`src/rtl/sia_pkg.sv`:
```
`timescale 1ns / 1ps
// ----------------------------------------------------------------------------
// Signed integer ALU package
// Operation codes, status codes and shared types.
// ----------------------------------------------------------------------------
package sia_pkg;

  localparam int DataWidthDefault = 32;
  localparam int OpWidth = 5;
  localparam int StatusWidth = 2;

  localparam logic [OpWidth-1:0] OP_ADD  = 5'd0;
  localparam logic [OpWidth-1:0] OP_SUB  = 5'd1;
  localparam logic [OpWidth-1:0] OP_MUL  = 5'd2;
  localparam logic [OpWidth-1:0] OP_DIV  = 5'd3;
  localparam logic [OpWidth-1:0] OP_SHR  = 5'd4;
  localparam logic [OpWidth-1:0] OP_SHL  = 5'd5;
  localparam logic [OpWidth-1:0] OP_GT   = 5'd6;
  localparam logic [OpWidth-1:0] OP_LT   = 5'd7;
  localparam logic [OpWidth-1:0] OP_LE   = 5'd8;
  localparam logic [OpWidth-1:0] OP_GE   = 5'd9;
  localparam logic [OpWidth-1:0] OP_EQ   = 5'd10;
  localparam logic [OpWidth-1:0] OP_NE   = 5'd11;
  localparam logic [OpWidth-1:0] OP_AND  = 5'd12;
  localparam logic [OpWidth-1:0] OP_XOR  = 5'd13;
  localparam logic [OpWidth-1:0] OP_OR   = 5'd14;
  localparam logic [OpWidth-1:0] OP_LAND = 5'd15;
  localparam logic [OpWidth-1:0] OP_LOR  = 5'd16;
  localparam logic [OpWidth-1:0] OP_LNOT = 5'd17;
  localparam logic [OpWidth-1:0] OP_INV  = 5'd18;

  localparam logic [StatusWidth-1:0] ST_OK    = 2'd0;
  localparam logic [StatusWidth-1:0] ST_DIV0  = 2'd1;
  localparam logic [StatusWidth-1:0] ST_BADOP = 2'd2;

  // Execution unit chosen by the front end.
  localparam logic [1:0] UNIT_SIMPLE = 2'd0;
  localparam logic [1:0] UNIT_MUL    = 2'd1;
  localparam logic [1:0] UNIT_DIV    = 2'd2;

  typedef struct packed {
    logic [1:0]             unit;
    logic [StatusWidth-1:0] status;
  } cls_t;

endpackage

```
`src/rtl/sia_front.sv`:
```
`timescale 1ns / 1ps
// ----------------------------------------------------------------------------
// Signed integer ALU front end
// Accepts a word, decodes it and pushes it into a small issue queue.
// ----------------------------------------------------------------------------
module sia_front #(
  parameter int DATA_WIDTH = sia_pkg::DataWidthDefault
) (
  input  logic                         clk,
  input  logic                         rst,
  input  logic                         in_valid,
  output logic                         in_ready,
  input  logic [sia_pkg::OpWidth-1:0]  operation,
  input  logic signed [DATA_WIDTH-1:0] operand_a,
  input  logic signed [DATA_WIDTH-1:0] operand_b,
  output logic                         q_valid,
  input  logic                         q_ready,
  output logic [sia_pkg::OpWidth-1:0]  q_op,
  output logic [DATA_WIDTH-1:0]        q_a,
  output logic [DATA_WIDTH-1:0]        q_b,
  output sia_pkg::cls_t                q_cls
);
  import sia_pkg::*;

  localparam int Depth = 2;

  logic [OpWidth-1:0]    op_mem  [Depth];
  logic [DATA_WIDTH-1:0] a_mem   [Depth];
  logic [DATA_WIDTH-1:0] b_mem   [Depth];
  cls_t                  cls_mem [Depth];
  logic                  wr_ptr, rd_ptr;
  logic [1:0]            count;
  cls_t                  cls;
  logic                  push, pop;

  always_comb begin
    cls.unit = UNIT_SIMPLE;
    cls.status = ST_OK;
    if (operation == OP_MUL) begin
      cls.unit = UNIT_MUL;
    end else if (operation == OP_DIV) begin
      cls.unit = UNIT_DIV;
      if (operand_b == '0) cls.status = ST_DIV0;
    end else if (operation > OP_INV) begin
      cls.status = ST_BADOP;
    end
  end

  assign in_ready = (count != 2'(Depth));
  assign push = in_valid && in_ready;
  assign q_valid = (count != 2'd0);
  assign pop = q_valid && q_ready;

  always_ff @(posedge clk) begin
    if (push) begin
      op_mem[wr_ptr]  <= operation;
      a_mem[wr_ptr]   <= operand_a;
      b_mem[wr_ptr]   <= operand_b;
      cls_mem[wr_ptr] <= cls;
    end
    if (rst) begin
      wr_ptr <= 1'b0;
      rd_ptr <= 1'b0;
      count  <= 2'd0;
    end else begin
      if (push) wr_ptr <= ~wr_ptr;
      if (pop) rd_ptr <= ~rd_ptr;
      count <= count + 2'(push) - 2'(pop);
    end
  end

  assign q_op  = op_mem[rd_ptr];
  assign q_a   = a_mem[rd_ptr];
  assign q_b   = b_mem[rd_ptr];
  assign q_cls = cls_mem[rd_ptr];

endmodule

```
`config.mk`:
```
export PLATFORM = sky130hd
export DESIGN_NAME = sia_front
export DESIGN_NICKNAME = d
export VERILOG_FILES = /design/src/rtl/sia_pkg.sv /design/src/rtl/sia_front.sv
export SDC_FILE = /design/constraint.sdc
export NUM_CORES = 1
export LEC_CHECK = 0
export ABC_AREA = 0
export BUFFER_PORTS_ARGS = -buffer_cell sky130_fd_sc_hd__clkbuf_2
export CORE_ASPECT_RATIO = 0.9
export CORE_MARGIN = 1
export CORE_UTILIZATION = 30
export DETAILED_ROUTE_END_ITERATION = 10
export GPL_TIMING_DRIVEN = 0
export PLACE_DENSITY = 0.52
export SYNTH_ARGS = -nofsm -noshare
export SYNTH_HDL_FRONTEND = slang
export SYNTH_SLANG_ARGS = --single-unit
export TNS_END_PERCENT = 1
```
`constraint.sdc`:
```
create_clock -name clk -period 3.45 [get_ports clk]
set_input_delay 0.69 -clock clk [delete_from_list [all_inputs] [get_ports clk]]
set_output_delay 0.69 -clock clk [all_outputs]
set_load 0.02 [all_outputs]
```
---- Word level (Yosys, flattened, before mapping) ----
Memories as Yosys holds them, arrays and structs flattened. A register that Yosys moved wholly into a read port is not among the register bits.
Cells that the tools add are included.
cells by class
  magnitude comparators ................... 1
  equality and inequality tests ........... 3
  add/sub/neg operators ................... 2
  bitwise logic cells ..................... 2
  reduce and logical (&&, ||, !) cells .... 4
  multiplexer cells ....................... 16
operators by type and width
  operator                                             number
  zero test 32 bit                                     1
  2-to-1 mux 1 bit                                     11
  equality test 5 x 2 -> 1 bit, second input constant  2
  2-to-1 mux 2 bit                                     5
  > comparator 5 bit, second input constant            1
  adder 2 x 1 -> 2 bit                                 1
  logical AND 1 bit                                    2
  inequality test 2 bit, second input constant         1
  NOT 1 bit                                            2
  nonzero test 2 bit                                   1
  subtractor 2 x 1 -> 2 bit                            1
word-level totals
  logic and storage cells ................. 35
  memories ................................ 4
  register bits after elaboration ......... 4
  bits in writable memories ............... 146
memory list
  memory   words  bits a word  rd ports  clocked after memory_dff  write ports  RTL line         text
  a_mem    2      32           1         1                         1            sia_front.sv:28  logic [DATA_WIDTH-1:0] a_mem [Depth];
  b_mem    2      32           1         1                         1            sia_front.sv:29  logic [DATA_WIDTH-1:0] b_mem [Depth];
  op_mem   2      5            1         1                         1            sia_front.sv:27  logic [OpWidth-1:0] op_mem [Depth];
  cls_mem  2      4            1         1                         1            sia_front.sv:30  cls_t cls_mem [Depth];

---- Depth between registers and ports, before layout ----
  depth in word-level cells ............... 4
  mapped depth ............................ 8

---- Worst setup path before layout ----
OpenSTA, ideal clock, no wires.
  path kind ............................... input to register
  start point ............................. in in_valid
  end point ............................... mem a_mem[1][0] (netlist bit) (enable)
  path slack .............................. 0.563 ns
  cell stages on the path ................. 1
  arrival time ............................ 2.447 ns
  cell sequence ........................... and3_1
on the way
  cells in the longest elaborated chain, start to end .. 3
RTL lines
  what                                    RTL line         text
  from (decl)                             sia_front.sv:11  input logic in_valid,
  logical AND 1 bit                       sia_front.sv:50  assign push = in_valid && in_ready;
  2-to-1 mux 1 bit                        sia_front.sv:55  if (push) begin
  2-to-1 mux 1 bit (not written as such)  sia_front.sv:57  a_mem[wr_ptr] <= operand_a;
  to (decl)                               sia_front.sv:28
No other way between the ends.

==> metrics <==
outcome=finished clean; commonest non-fill, non-tap cells in the layout=clkbuf_2 (147), edfxtp_1 (146), mux2_4 (70), clkbuf_16 (17), buf_12 (9); initial antenna violation count=0; peak fanout along the critical path=10; Die Height=136 um; Yosys warnings=0; TritonCTS Buffers=17; global route overflow=0; CTS Hold Bufs=0; postcts setup bufs=0; IO buf count=147; min Tclk post-route=2.34 ns; WS Path Type=reg2out; die area=0.0204 mm^2; Die W=151 um; DRC Markers=0; # H-tree levels=4; vias in the first global route=3138; sequential-to-total area share from yosys stat=0.752; Pwr Density=813 mW/mm^2; DR iter-0 viols=136; Worst Path Required=2.76 ns; Lkg Pwr=3.00 nW; first-pass GRT wire length=16.8 mm; final instance area=0.00765 mm^2; final setup violation count=0; CTS max path bufs=2; syn nets=343; post-route ant nets=0; fin cells=699; Slew @ Worst Pin=0.546 ns; clk sink count=151; #FFs+latches synth=151; synthesis-to-layout area growth=28.3%; Total GRT Usage=0.116; Rows=48; Hold Crit Class=in2reg; Vias/cell=4.32; area leader, netlist=edfxtp_1; CP Capture Type=primary output; maximum clock frequency=427 MHz; Sequential Area=0.00448 mm^2; nets@finish=511; final count of hold timing violations=0; fraction of final layout cells sized beyond drive strength 1=0.595; Primary FF master, synth=edfxtp_1; worst IR drop on VDD=0.520 mV; vias post-DR=3022; Resize count post-CTS=0; RSZ-0062 raised after global routing=no; dpl hpwl=7.68 mm; worst path cell trace=buf_6 > buf_12 > mux2_4 > clkbuf_2; Slew HR=0.633; Area after DPL=0.00706 mm^2; final worst path period share=0.679; slowest CP cell=dfxtp_1; DR WL/cell=16.2 um; Syn Inst Count=268; insertion delay to the later sink of the worst-skew pair=0.42 ns; Pins Over Slew Limit=0; Root Driver=clkbuf_16; IO Count=148; core area=0.0193 mm^2; Initial DRT Pass Iterations=4; most area-consuming cells after synthesis=edfxtp_1 (74%), mux2_4 (18%), buf_12 (2.3%); number of fillers in the final layout=1805; largest net degree at the start of global routing=38; Yosys top cell area share=0.735; multi-input logic area=0.00133 mm^2; post-placement cell count=667; CP peak stage delay=0.32 ns; max cap viols=0; clk slew on worst S/H paths=0.07 ns; Detailed Route WL=11.3 mm; CTS tree=yes; ant diodes=0; ys async rst share=0; Post-synth EDFFs=146; Arr. time, crit path=1.65 ns; synth unique cells=27; most common cell after layout, fill and taps aside=clkbuf_2; Initial Utilization=0.308; Mapped Area=0.00596 mm^2; mean area per synthesized cell=22.3 um^2; Worst setup SP type=register; routability cong.=0.703; Worst Clk Skew=0.0140 ns
Yosys cell counts (2+ instances only):
master	instances
mux2_4	70
and4_1	2
buf_12	7
nand2_1	2
ha_1	2
and3_1	2
inv_1	2
mux2_2	3
nor4_1	8
dfxtp_1	5
edfxtp_1	146
nor2_1	4
layer usage:
layer | vias up | GRT usage | wire length, um
li1 | 1407 | - | -
met1 | 1504 | 0.135 | 4850
met2 | 100 | 0.188 | 5520
met3 | 11 | 0.0471 | 774
met4 | 0 | 0.0483 | 147
met5 | - | 0 | 0
stage by stage:
step	power [mW]	TNS, ns	worst slack, ns	util	hold slack (ns)
2_1_floorplan	3.88	0	0.563	-	0.481
3_3_place_gp	4.43	-63.01	-0.643	0.363	0.494
3_5_place_dp	4.45	0	1.36	0.365	0.502
4_1_cts	6.32	0	1.06	0.396	0.429
5_1_grt	6.51	0	1.04	0.396	0.429
6_report	6.22	0	1.11	0.396	0.450
report_power, final:
group | switching [mW] | internal [mW] | total [mW]
Combinational | 1.06 | 0.901 | 1.96
Clock | 0.772 | 1.08 | 1.85
Sequential | 0.0691 | 2.34 | 2.41
Total | 1.90 | 4.32 | 6.22
critical path, delay by kind of cell (launching register included):
kind	cells	cell delay, ns
flops	1	0.32
mux	1	0.31
buf+inv	3	0.59
worst paths after layout:
kind | end | depth (start not counted) | slack, ns | from
setup / recovery | q_b[22] | 4 | 1.11 | register
hold / removal | a_mem[0][0] | 1 | 0.45 | operand_a[0]
setup reg to reg | a_mem[0][4] | 4 | 1.63 | count[0]
hold reg to reg | register | 2 | 0.51 | rd_ptr
cell families after synthesis:
logic type	count (synthesis)	share of synthesized area
flops	151	0.752
mux	73	0.182
simple gates	26	0.0273
buf+inv	10	0.0266
compound gates	4	0.00504
xor+xnor	2	0.00294
fa+ha+maj	2	0.00420
flip-flops by register name, indices dropped and copies added (netlist names), named ones only:
signal / count
wr_ptr: 1
op_mem: 10
a_mem: 64
cls_mem: 8
b_mem: 64
count: 2
rd_ptr: 1
layout make-up:
type | count | share of cell area
plain buffers | 8 | 0.0198
inverters | 2 | 0.00131
multi-input cells | 107 | 0.173
clock buffers | 17 | 0.0556
repair buffers | 149 | 0.101
clock inverters | 15 | 0.0217
well taps | 250 | 0.0409
flip-flops and latches | 151 | 0.586
Power figures use the tool's default switching activity.
